`src/hdl/pwsa_pkg.sv`:
```
// Shared types and constants for the pairwise SASA accumulator.
// No dependencies; imported by the front, queue, back and top-level modules.
package pwsa_pkg;

  localparam int FRAC_BITS  = 16;
  localparam int PAIR_SHIFT = 2 * FRAC_BITS - 30;
  localparam int AREA_SHIFT = FRAC_BITS + 24;
  localparam logic [27:0] FOURPI_Q24 = 28'd210828714;
  localparam logic signed [35:0] ONE_Q30 = 36'sd1073741824;
  localparam logic [33:0] TERM_CAP = 34'h200000000;
  localparam int SQRT_STEPS = 26;
  localparam int NUM_W = 81;
  localparam int DEN_W = 47;

  typedef enum logic [1:0] {
    REG_PROBE  = 2'd0,
    REG_BONDED = 2'd1,
    REG_OTHER  = 2'd2
  } cfg_reg_t;

  typedef struct packed {
    logic [19:0] probe_radius;
    logic [16:0] bonded_pair_factor;
    logic [16:0] other_pair_factor;
  } cfg_t;

  typedef struct packed {
    logic [19:0]        atom_radius;
    logic [18:0]        atom_p;
    logic signed [21:0] atom_sigma;
    logic               atom_skipped;
    logic [19:0]        neighbor_radius;
    logic               neighbor_skipped;
    logic               pair_bonded;
    logic signed [25:0] delta_x;
    logic signed [25:0] delta_y;
    logic signed [25:0] delta_z;
    logic               last_neighbor;
    logic               clear_totals;
  } item_t;

  typedef struct packed {
    logic [19:0]        ri;
    logic [18:0]        p;
    logic signed [21:0] sigma;
    logic               askip;
    logic [19:0]        rj;
    logic               contrib;
    logic               bonded;
    logic [50:0]        sqx;
    logic [50:0]        sqy;
    logic [50:0]        sqz;
    logic               last;
    logic               clr;
  } pair_t;

  typedef struct packed {
    logic signed [29:0] atom_area;
    logic [39:0]        total_area;
    logic signed [47:0] total_energy;
    logic               saturated;
  } res_t;

endpackage

```
`src/hdl/pwsa_queue.sv`:
```
// Short FIFO of classified pair words between front and back end.
// Depends on pwsa_pkg.
module pwsa_queue import pwsa_pkg::*; #(
  parameter int DEPTH = 2
) (
  input  logic  clk,
  input  logic  rst,
  input  logic  wr_valid,
  output logic  wr_ready,
  input  pair_t wr_data,
  output logic  rd_valid,
  input  logic  rd_ready,
  output pair_t rd_data
);

  localparam int PW = (DEPTH > 1) ? $clog2(DEPTH) : 1;
  localparam int CW = $clog2(DEPTH + 1);

  pair_t         mem [DEPTH];
  logic [PW-1:0] wptr, rptr;
  logic [CW-1:0] count;
  logic          push, pop;

  assign wr_ready = count != CW'(DEPTH);
  assign rd_valid = count != '0;
  assign rd_data  = mem[rptr];
  assign push     = wr_valid && wr_ready;
  assign pop      = rd_valid && rd_ready;

  always_ff @(posedge clk) begin
    if (rst) begin
      wptr  <= '0;
      rptr  <= '0;
      count <= '0;
    end else begin
      if (push) wptr <= (wptr == PW'(DEPTH - 1)) ? '0 : wptr + 1'b1;
      if (pop) rptr <= (rptr == PW'(DEPTH - 1)) ? '0 : rptr + 1'b1;
      if (push && !pop) count <= count + 1'b1;
      else if (pop && !push) count <= count - 1'b1;
    end
    if (push) mem[wptr] <= wr_data;
  end

endmodule

```
`config.mk`:
```
export PLATFORM = sky130hd
export DESIGN_NAME = pwsa_queue
export DESIGN_NICKNAME = d
export VERILOG_FILES = /design/src/hdl/pwsa_pkg.sv /design/src/hdl/pwsa_queue.sv
export SDC_FILE = /design/constraint.sdc
export NUM_CORES = 1
export LEC_CHECK = 0
export ABC_AREA = 1
export BUFFER_PORTS_ARGS = -buffer_cell sky130_fd_sc_hd__buf_2
export CAP_MARGIN = 10
export CORE_MARGIN = 4
export CORE_UTILIZATION = 40
export DETAILED_ROUTE_END_ITERATION = 16
export PLACE_DENSITY = 0.63
export SLEW_MARGIN = 20
export SYNTH_ARGS = -nofsm -noshare
export SYNTH_HDL_FRONTEND = slang
export SYNTH_SLANG_ARGS = --single-unit
```
`constraint.sdc`:
```
create_clock -name clk -period 16.29 [get_ports clk]
set_clock_uncertainty 0.2 [all_clocks]
set_input_delay 1.629 -clock clk [delete_from_list [all_inputs] [get_ports clk]]
set_output_delay 1.629 -clock clk [all_outputs]
set_load 0.005 [all_outputs]
```
### Word-level counts from Yosys, hierarchy flattened

Memories as Yosys holds them, arrays and structs flattened. A register that Yosys moved wholly into a read port is not among the register bits.
Cells that the tools add are included.
W data, S select, Z words.

| operators by class | value |
|---|---|
| add/subtract/negate cells | 4 |
| equal/unequal tests | 1 |
| multiplexer cells | 8 |
| reductions and logical operators | 8 |

Operators with widths:

| cell | count |
|---|---|
| $mux W1 | 6 |
| $logic_and A1 B1 Y1 | 4 |
| $mux W2 | 2 |
| $reduce_bool A2 Y1 | 2 |
| $add A1 B1 Y1 const B | 2 |
| $add A2 B1 Y2 const B | 1 |
| $logic_not A1 Y1 | 2 |
| $ne A2 B2 Y1 const B | 1 |
| $sub A2 B1 Y2 const B | 1 |

| word-level totals | value |
|---|---|
| register bits | 4 |
| RAM bits | 478 |
| input port bits | 243 |
| output and inout port bits | 241 |
| logic and storage cells | 25 |
| memories | 1 |

Memory list:

| memory | words | bits a word | rd ports | clocked after Yosys merged registers in | wr ports | RTL line | source |
|---|---|---|---|---|---|---|---|
| mem | 2 | 239 | 1 | 1 | 1 | pwsa_queue.sv:19 | `pair_t mem [DEPTH];` |

### Logic depth before layout (Yosys ltp)

| logic depth | value |
|---|---|
| word-level depth | 6 |
| mapped depth | 11 |
| mapped depth without buffers | 11 |

### Worst setup path after synthesis

No wires, ideal clock.

| timing path | value |
|---|---|
| path kind | input -> register |
| start point | input wr_valid |
| end point | memory mem[0][0] in the netlist's numbering (enable) |
| library setup time | 0.842 ns |
| data arrival time | 11.621 ns |
| required time | 15.248 ns |
| setup slack | 3.627 ns |
| stages | 2 |
| buffers on the path | 0 |
| cell sequence | nand2_1 nor2_1 |

| on the way | value |
|---|---|
| cells in the longest elaborated chain, start to end | 3 |

RTL lines:

| element | RTL line | source |
|---|---|---|
| from (decl) | pwsa_queue.sv:8 | `input logic wr_valid,` |
| $logic_and A1 B1 Y1 | pwsa_queue.sv:27 | `assign push = wr_valid && wr_ready;` |
| $mux W1 | pwsa_queue.sv:41 | `if (push) mem[wptr] <= wr_data;` |
| $mux W1 (not written as such) | pwsa_queue.sv:41 |  |
| to (decl) | pwsa_queue.sv:19 |  |

Every way passes these cells.

==> impl_metrics.toml <==
[detailed_routing]
antenna_left = 0
vias_per_cell = 4.63
drtIter0Drc = 547
drcViolationCount = 0
via_count = 8961
drt_wl_total_mm = 39.2
dr.pass1.iters = 4
wire_per_inst_um = 20.2

[finish]
final_cells = 1936
areaGrowthSynthToFinish_pct = 24.0
drive_gt1_frac = 0.598
final_area_um2 = 22800
final_util = 0.502
final_nets = 1537
final_common_cell = "buf_2"
layout_common_cells = "buf_2 (483), edfxtp_1 (478), mux2_4 (202)"

[yosys]
synthDistinctLibCells = 16
synth_top_area_frac = 0.781
synthCells = 781
yosysSeqAreaShare = 0.786
ys_ff_latch = 483
syn_nets = 1025
synth.area.top_cells = "edfxtp_1 (78%), mux2_4 (16%), mux2_2 (2.3%), buf_8 (0.90%), buf_6 (0.80%)"
synth_warnings = 0
synth_area_um2 = 18400
yosys.area.top_type = "edfxtp_1"
synth_area_per_cell_um2 = 23.5

[global_routing]
overflow = 0
grtUsageTotal = 0.151
grt_pass1_wl_mm = 57.5
grt_max_degree = 171
grt_pass1_vias = 9467
antenna_found_initial = 9

[timing]
hold_viol_final = 0
finalWorstSetupSlack_ps = 11360
layout_min_cycle_time_ps = 4930
slew_viol_final = 0
finalSetupTns_ps = 0
maxSlewHeadroom = 0.184
holdWs_ps = 314
rsz0062_at_grt = "no"
min_period_over_period = 0.302
clock.fmax_mhz = 203
setup_viol = 0
worst_pin_slew_ps = 1220

[clocking]
postCtsSetupRepairBufs = 0
cts_tree = "done"
cts-buffers-inserted = 48
clock_sinks = 483
htreeDepth = 2
path_clk_slew_ps = 60
cts.path.max_buffers = 3
post_cts_resized = 0
insertion_delay_ps = 550
cts-root-buf = "clkbuf_16"
cts_hold_buf = 0

[worst_setup_path]
worst-path-buf-inv = 2
cp_slowest_stage_delay_ps = 1010
startpoint_type = "flop"
cp_data_required_time_ps = 14460
crit_type = "flop to output port"
crit_slowest_cell = "dfxtp_4"
cp_max_fo = 131
crit_family = "flip-flops"
worstPathCellList = "buf_12 > mux2_4 > buf_2"
end_kind = "output port"
crit_arrival_ps = 3100

[placement]
post-dp-hpwl_mm = 26.2
place_congestion = 0.752
dp_cells = 1843
port_buffers = 483
dp_slack_ps = 11920
dpl_cell_area_um2 = 21300

[die]
dieWidth_um = 222
core_area_um2 = 45400
num_rows = 78
die_y_um = 222
io_pins = 484
dieArea_um2 = 49500
initial_utilization = 0.405

[worst_hold_path]
min_path_type = "flop to flop"

[pwr]
ir_drop_uv = 109
power_density_nw_per_um2 = 151
totalPowerFinal_mw = 3.43
power_leakage_nw = 8.84

[status]
outcome = "complete, no violations"

[flow_run]
maxCapViolCount = 0
-- power by group --
group          leakage, nW  switching (mW)  internal, mW  total (mW)
logic                 3.63           0.359         0.409       0.768
clock network        0.714           0.434         0.596        1.03
registers             4.50          0.0588          1.57        1.63
total                 8.84           0.851          2.58        3.43
-- cells in the mapped netlist --
cell type	count
buf_8	11
nand2_1	9
dfxtp_1	5
inv_1	8
mux2_2	37
buf_12	1
ha_1	1
edfxtp_1	478
buf_2	2
nand4_1	1
nor2_1	7
o21ai_0	2
mux2_4	202
buf_6	13
nand3_1	2
a21oi_1	2
-- metal layers --
metal | global-route usage | share of wire | up-vias
met3 | 0.0635 | 0.094 | 55
met2 | 0.254 | 0.49 | 328
met1 | 0.183 | 0.39 | 4423
li1 | - | - | 4149
met4 | 0.0386 | 0.018 | 6
met5 | 0 | 0.00074 | -
-- area by class of cell --
cell class                      instances  area [um2]
Clock buffer                           67        1320
Clock inverter                         18         138
Multi-Input combinational cell        263        3570
Timing Repair Buffer                  489        2500
Antenna cell                            8        20.0
Inverter                                8        30.0
Sequential cell                       483       14500
Fill cell                            3738       22600
Tap cell                              600         751
-- sequential cells by signal, summed over array words and instances (netlist names), named ones only --
register,cells
wptr,1
mem,478
count,2
rptr,1
-- kinds of logic after synthesis --
kind of cell | after synthesis | share of synthesized area
simple gates | 19 | 0.00415
mux | 239 | 0.188
compound gates | 4 | 0.00109
flops | 483 | 0.786
fa+ha+maj | 1 | 0.000680
buf+inv | 35 | 0.0202
-- worst register-to-register path, cell delays in order (launching register included) --
cell and delay (ps):
dfxtp_1 320, inv_1 80, nand2_1 110, nand2_1 180, nor2_4 150, buf_12 620, buf_4 980
-- path summary, 6_finish.rpt --
kind / cells past startpoint / slack, ps / from / endpoint
worst max-delay path: 3 / 11360 / flop / rd_data[156]
worst min-delay path: 2 / 310 / rptr / flop
worst min register to register: 2 / 310 / rptr / flop
worst max register to register: 6 / 13230 / count[0] / mem[1][46]
No activity file was read; power rests on OpenSTA's default activity.
