`src/hdl/pwsa_pkg.sv`:
```
// Shared types and constants for the pairwise SASA accumulator.
// No dependencies; imported by the front, queue, back and top-level modules.
package pwsa_pkg;

  localparam int FRAC_BITS  = 16;
  localparam int PAIR_SHIFT = 2 * FRAC_BITS - 30;
  localparam int AREA_SHIFT = FRAC_BITS + 24;
  localparam logic [27:0] FOURPI_Q24 = 28'd210828714;
  localparam logic signed [35:0] ONE_Q30 = 36'sd1073741824;
  localparam logic [33:0] TERM_CAP = 34'h200000000;
  localparam int SQRT_STEPS = 26;
  localparam int NUM_W = 81;
  localparam int DEN_W = 47;

  typedef enum logic [1:0] {
    REG_PROBE  = 2'd0,
    REG_BONDED = 2'd1,
    REG_OTHER  = 2'd2
  } cfg_reg_t;

  typedef struct packed {
    logic [19:0] probe_radius;
    logic [16:0] bonded_pair_factor;
    logic [16:0] other_pair_factor;
  } cfg_t;

  typedef struct packed {
    logic [19:0]        atom_radius;
    logic [18:0]        atom_p;
    logic signed [21:0] atom_sigma;
    logic               atom_skipped;
    logic [19:0]        neighbor_radius;
    logic               neighbor_skipped;
    logic               pair_bonded;
    logic signed [25:0] delta_x;
    logic signed [25:0] delta_y;
    logic signed [25:0] delta_z;
    logic               last_neighbor;
    logic               clear_totals;
  } item_t;

  typedef struct packed {
    logic [19:0]        ri;
    logic [18:0]        p;
    logic signed [21:0] sigma;
    logic               askip;
    logic [19:0]        rj;
    logic               contrib;
    logic               bonded;
    logic [50:0]        sqx;
    logic [50:0]        sqy;
    logic [50:0]        sqz;
    logic               last;
    logic               clr;
  } pair_t;

  typedef struct packed {
    logic signed [29:0] atom_area;
    logic [39:0]        total_area;
    logic signed [47:0] total_energy;
    logic               saturated;
  } res_t;

endpackage

```
`src/hdl/pwsa_front.sv`:
```
// Front end: takes pair words, classifies them and squares the coordinate deltas.
// Depends on pwsa_pkg.
module pwsa_front import pwsa_pkg::*; (
  input  logic  clk,
  input  logic  rst,
  input  logic  in_valid,
  output logic  in_ready,
  input  item_t in_item,
  output logic  q_valid,
  input  logic  q_ready,
  output pair_t q_item
);

  logic  a_valid, b_valid, advance;
  item_t a_item;
  pair_t b_ent;
  logic [25:0] ax, ay, az;

  assign advance  = !b_valid || q_ready;
  assign in_ready = !a_valid || advance;
  assign q_valid  = b_valid;
  assign q_item   = b_ent;

  always_comb begin
    ax = a_item.delta_x[25] ? 26'(-a_item.delta_x) : 26'(a_item.delta_x);
    ay = a_item.delta_y[25] ? 26'(-a_item.delta_y) : 26'(a_item.delta_y);
    az = a_item.delta_z[25] ? 26'(-a_item.delta_z) : 26'(a_item.delta_z);
  end

  always_ff @(posedge clk) begin
    if (rst) begin
      a_valid <= 1'b0;
      b_valid <= 1'b0;
    end else begin
      if (advance) b_valid <= a_valid;
      if (in_ready) a_valid <= in_valid;
    end
    if (in_ready && in_valid) a_item <= in_item;
    if (advance && a_valid) begin
      b_ent.ri      <= a_item.atom_radius;
      b_ent.p       <= a_item.atom_p;
      b_ent.sigma   <= a_item.atom_sigma;
      b_ent.askip   <= a_item.atom_skipped;
      b_ent.rj      <= a_item.neighbor_radius;
      b_ent.contrib <= !a_item.atom_skipped && !a_item.neighbor_skipped;
      b_ent.bonded  <= a_item.pair_bonded;
      b_ent.sqx     <= 51'(ax * ax);
      b_ent.sqy     <= 51'(ay * ay);
      b_ent.sqz     <= 51'(az * az);
      b_ent.last    <= a_item.last_neighbor;
      b_ent.clr     <= a_item.clear_totals;
    end
  end

endmodule

```
`config.mk`:
```
export PLATFORM = sky130hd
export DESIGN_NAME = pwsa_front
export DESIGN_NICKNAME = d
export VERILOG_FILES = /design/src/hdl/pwsa_pkg.sv /design/src/hdl/pwsa_front.sv
export SDC_FILE = /design/constraint.sdc
export NUM_CORES = 2
export LEC_CHECK = 0
export BUFFER_PORTS_ARGS = -buffer_cell sky130_fd_sc_hd__buf_2
export CAP_MARGIN = 10
export CORE_MARGIN = 2
export CORE_UTILIZATION = 58
export DETAILED_ROUTE_END_ITERATION = 7
export HOLD_SLACK_MARGIN = 0.12
export PLACE_DENSITY = 0.85
export SETUP_SLACK_MARGIN = 0.2
export SLEW_MARGIN = 40
export SYNTH_ARGS = -nofsm -noshare
export SYNTH_HDL_FRONTEND = slang
export SYNTH_SLANG_ARGS = --single-unit
```
`constraint.sdc`:
```
create_clock -name clk -period 13.6 [get_ports clk]
set_input_delay 2.04 -clock clk [delete_from_list [all_inputs] [get_ports clk]]
set_output_delay 2.04 -clock clk [all_outputs]
set_load 0.01 [all_outputs]
```
# [After elaboration in Yosys (flattened, before gate mapping)]
# Index checks and enable logic that the tools add are counted.
[totals] regBits=405 in_bits=168 out_inout_bits=241 word_cells=44
[classes] add_sub_neg=3 multipliers=3 mux=3 reduce_logical=9
[ops] op="26-bit by 26-bit multiplier with 51-bit output" count=3
[ops] op="26-bit 2-to-1 mux" count=3
[ops] op="26-bit negator" count=3
[ops] op="1-bit zero test" count=4
[ops] op="1-bit logical AND" count=3
[ops] op="1-bit logical OR" count=2

# [Logic depth before layout (Yosys ltp)]
[depth] ltp_word=4 ltp_mapped=39 depth_no_buf=36

# [Worst setup path before layout]
# OpenSTA, ideal clock, no wires.
[synth_timing] path_type="input -> register" startpoint="input port q_ready" endpoint="register b_ent (netlist bit q_item[0]), enable pin" setup_ps=866 t_arrival_ps=12528 required_ps=12734 slack_ps=206 cell_stages=2 path_buffers=0 path_cell_list="nor2b_1 -> nor2b_1"
[synth_between] elab_chain_len=2
[synth_rtl] item="start: declaration" line="pwsa_front.sv:10" rtl="input logic q_ready,"
[synth_rtl] item="1-bit logical OR" line="pwsa_front.sv:19" rtl="assign advance = !b_valid || q_ready;"
[synth_rtl] item="1-bit logical AND" line="pwsa_front.sv:39" rtl="if (advance && a_valid) begin"
[synth_rtl] item="end: declaration" line="pwsa_front.sv:16" rtl="pair_t b_ent;"
# Every way passes these cells.
# A chain may end at the register's enable or synchronous reset.

# [Worst setup path in the final report]
[layout_timing] startpoint="register a_item[28] in the netlist's numbering" endpoint="register b_ent (netlist bit q_item[103]), data pin"
[layout_between] elab_chain_len=3
[layout_rtl] item="start: declaration" line="pwsa_front.sv:15" rtl="item_t a_item;"
[layout_rtl] item="start signal: assignment" line="pwsa_front.sv:38" rtl="if (in_ready && in_valid) a_item <= in_item;"
[layout_rtl] item="26-bit negator" line="pwsa_front.sv:26" rtl="ay = a_item.delta_y[25] ? 26'(-a_item.delta_y) : 26'(a_item.delta_y);"
[layout_rtl] item="26-bit 2-to-1 mux (*)" line="pwsa_front.sv:26"
[layout_rtl] item="26-bit by 26-bit multiplier with 51-bit output (*)" line="pwsa_front.sv:48" rtl="b_ent.sqy <= 51'(ay * ay);"
# Every way passes the cells marked *; elsewhere a longest branch is shown, timed or not.

==> impl_results.md <==
- Initial DRT Pass Iterations: 8
- Synth cell types: 81
- Cells after Synth: 6848
- Final max-slew violation count: 0
- Fin. Hold Viols: 0
- Post-synth EDFFs: 400
- Worst hold path depth: 0
- Vias: ~49000
- Multi-input logic area: around 50000 um2
- Area Overhead vs Synth: 8.60%
- Die X: 350 um
- Setup violations, final: 0
- Mux cell area share after synthesis: 0.0614%
- WL per Instance: 20.1 um
- Worst Skew: 0.0664 ns
- CP max stage delay: 0.68 ns
- CP Capture Type: register
- Synth Area in XOR/XNOR: under 10%
- # clock sinks: 402
- Main combinational cell family by area after synthesis: adder cells
- Global-route wire length before repair: 288000 um
- Hold EP: q_item[192]
- Hold Path Origin: a_item[117]
- Async SR Flop Fraction: 0%
- Detailed-route DRC error count: 0
- # resized after CTS: 0
- Reg-to-Reg Start: a_item[28]
- Initial antenna violation count: 5
- Nets: 9558
- Clock transition at the registers of the reported paths: 0.06 ns
- DRT iter0 DRCs: 4054
- Hold Crit Class: reg -> reg
- Reg2reg end: q_item[103]
- Cts bufs inserted: 47
- Routability congestion estimate: 1.01
- Starting Density: 58.6%
- Slew @ Worst Pin: 0.973 ns
- Core Area: 118000 um2
- Status: finished clean
- Vias/cell: approximately 5.5
- Required @ worst endpoint: 13.98 ns
- CTS tree: yes
- F_max: 89.7 MHz
- Floorplan row count: 126
- Relative slew slack: roughly a third
- Register area: 12100 um2
- Die ar.: roughly 120000 um2
- Simple-gate share of the synthesized area: about 7.9%
- DP Wirelength: 145000 um
- H-Tree Depth: 2
- Routed Antenna Nets: 0
- Synthesis warning total: 0
- Clk_lat worst skew: 0.68 ns
- IO Pins: approximately 410
- Top_reg_cell synth: edfxtp_1
- Number of setup buffers added after CTS: 0
- Clock Path Buffers: 3
- GRT Total Usage: 30.5%
- Synth Area in Compound Gates: between 4 and 5%
- Number of register bits inferred by synthesis: about 400
- Critical Path Slowest Stage Cell: a211oi_1
- Layout cells sized above 1: 8.55%
- CP Launch Type: register
- Post-Syn Area: 69300 um2
- Post-synthesis adder-cell area fraction: between 50 and 60%
- Worst hold margin: 0.413 ns
- Worst Path Arrival: 11.53 ns
- Die H: 350 um
- Vias in the first global route: 54936
- Max cap viols: 0
- Tmin final: ~11 ns
- CP dominant cell by count: fa_1
- CP max FO: 18
- Register area share after synthesis: 17.4%
- Largest net degree at the start of global routing: between 100 and 150
- GRT overflow: 0
- Final WL: 178000 um
- CP Class: reg -> reg
- Worst Reg-to-Reg Cells: 35
- Mapped Avg Cell Area: 10.1 um2
- Worst reg2reg setup slack: 2.45 ns
- Setup_tns: 0 ns
- Final-layout fill cell count: 8968
- RSZ-0062 raised after global routing: no
- # hold bufs at CTS: 0
- Post-route clock period utilization: 82.0%
- CTS Root Cell: clkbuf_16
- IO Port Bufs: 405
-- area by class of cell --
type                       count  share of cell area, %
multi-input combinational   4208                   65.1
sequential                   402                   16.0
inverter                    2138                   10.7
timing repair buffer         493                   3.62
tap                         1536                   2.55
clock buffer                  54                   1.60
clock inverter                29                  0.462
antenna                        1                0.00332
-- cell usage in the layout, fill, tap and decap left out, types with 7 or more instances in the layout --
cell | synthesis | layout
or3_1 | 13 | 13
fa_1 | 1539 | 1539
xnor2_1 | 146 | 138
a21o_1 | 98 | 98
nand2b_1 | 37 | 37
nand2_1 | 649 | 649
conb_1 | 2 | 63
nor2_1 | 450 | 450
clkinv_1 | 15 | 27
and3_1 | 14 | 14
nor2b_1 | 21 | 20
inv_2 | 29 | 32
a21oi_1 | 140 | 140
or2_1 | 7 | 7
xor2_1 | 87 | 81
nand3_1 | 26 | 26
nor4_1 | 9 | 9
and2_1 | 15 | 14
o21a_1 | 26 | 26
o21bai_1 | 14 | 14
o21ai_1 | 10 | 10
inv_1 | 2094 | 2091
edfxtp_1 | 400 | 400
nor3_1 | 20 | 20
a211oi_1 | 16 | 16
ha_1 | 561 | 561
clkbuf_1 | 141 | 7
buf_4 | 3 | 81
clkbuf_16 | 0 | 47
o31ai_1 | 20 | 19
a31oi_1 | 14 | 14
buf_2 | 4 | 405
or4_1 | 7 | 7
o21ai_0 | 85 | 85
nand4_1 | 24 | 24
o41ai_1 | 10 | 10
-- worst max-delay path: cells and delay by family, from the launching register on --
family                   cells  cell delay [ns]
XOR/XNOR                     2             0.28
AND/OR/NAND/NOR              8             2.02
adder cells (fa/ha/maj)      9             4.21
buffers and inverters        8             1.55
flip-flops                   1             0.42
AO/OA/AOI/OAI                8             2.38
-- how the worst max path moves through the flow --
stage | from | end | slack (ns)
after floorplan | q_ready | q_item[0] | 0.21
after global placement | a_item[28] | q_item[103] | 2.88
after detailed placement | a_item[60] | q_item[153] | 2.66
after CTS | a_item[28] | q_item[103] | 2.60
after global routing | a_item[28] | q_item[103] | 2.08
final | a_item[28] | q_item[103] | 2.45
-- synthesized netlist by cell type, types with 5 or more instances --
cell type | count | share of area (%)
inv_1 | 2094 | 11
fa_1 | 1539 | 44
nand2_1 | 649 | 3.5
ha_1 | 561 | 10
nor2_1 | 450 | 2.4
edfxtp_1 | 400 | 17
xnor2_1 | 146 | 1.8
clkbuf_1 | 141 | 0.76
a21oi_1 | 140 | 1.0
a21o_1 | 98 | 1.1
xor2_1 | 87 | 1.1
o21ai_0 | 85 | 0.61
nand2b_1 | 37 | 0.33
inv_2 | 29 | 0.16
nand3_1 | 26 | 0.19
o21a_1 | 26 | 0.28
nand4_1 | 24 | 0.22
nor2b_1 | 21 | 0.19
nor3_1 | 20 | 0.14
o31ai_1 | 20 | 0.22
a211oi_1 | 16 | 0.17
and2_1 | 15 | 0.14
clkinv_1 | 15 | 0.081
a31oi_1 | 14 | 0.13
and3_1 | 14 | 0.13
o21bai_1 | 14 | 0.15
or3_1 | 13 | 0.12
buf_1 | 12 | 0.065
o21ai_1 | 10 | 0.072
o41ai_1 | 10 | 0.13
nor4_1 | 9 | 0.081
or2_1 | 7 | 0.063
or4_1 | 7 | 0.076
a21boi_0 | 6 | 0.065
or2_2 | 5 | 0.045
-- state kept, by name (all words and copies together), names as in the netlist --
register  flops
a_valid       1
q_valid       1
a_item      164
q_item      236
-- cell families (layout without fill, tap and decap cells) --
| group | after synthesis | count (layout) |
|---|---|---|
| xor+xnor | 234 | 234 |
| simple gates | 1315 | 1315 |
| buf+inv | 2299 | 2714 |
| other cells | 2 | 64 |
| compound gates | 492 | 492 |
| flops | 402 | 402 |
| mux | 4 | 4 |
| fa+ha+maj | 2100 | 2100 |
-- stage by stage --
step	util (%)	area, um2	cells	setup slack (ns)
6_report	63.7	75300	8861	2.45
5_1_grt	63.7	75300	8861	2.08
4_1_cts	63.6	75200	8858	2.60
3_5_place_dp	62.3	73700	8775	2.66
3_3_place_gp	62.3	73600	8775	2.88
2_1_floorplan	-	69500	6909	0.206
-- metal layers --
layer | vias to the layer above | part of all wire, % | global-route usage [%]
met4 | 6 | 5.5 | 14.2
met5 | - | 0.026 | 0
met2 | 2548 | 49 | 51.2
met3 | 715 | 10 | 6.97
li1 | 21003 | - | -
met1 | 24635 | 36 | 37.7
Power is not shown: default switching activity piles up to over one toggle a cycle in this logic, so the estimate is an artifact.
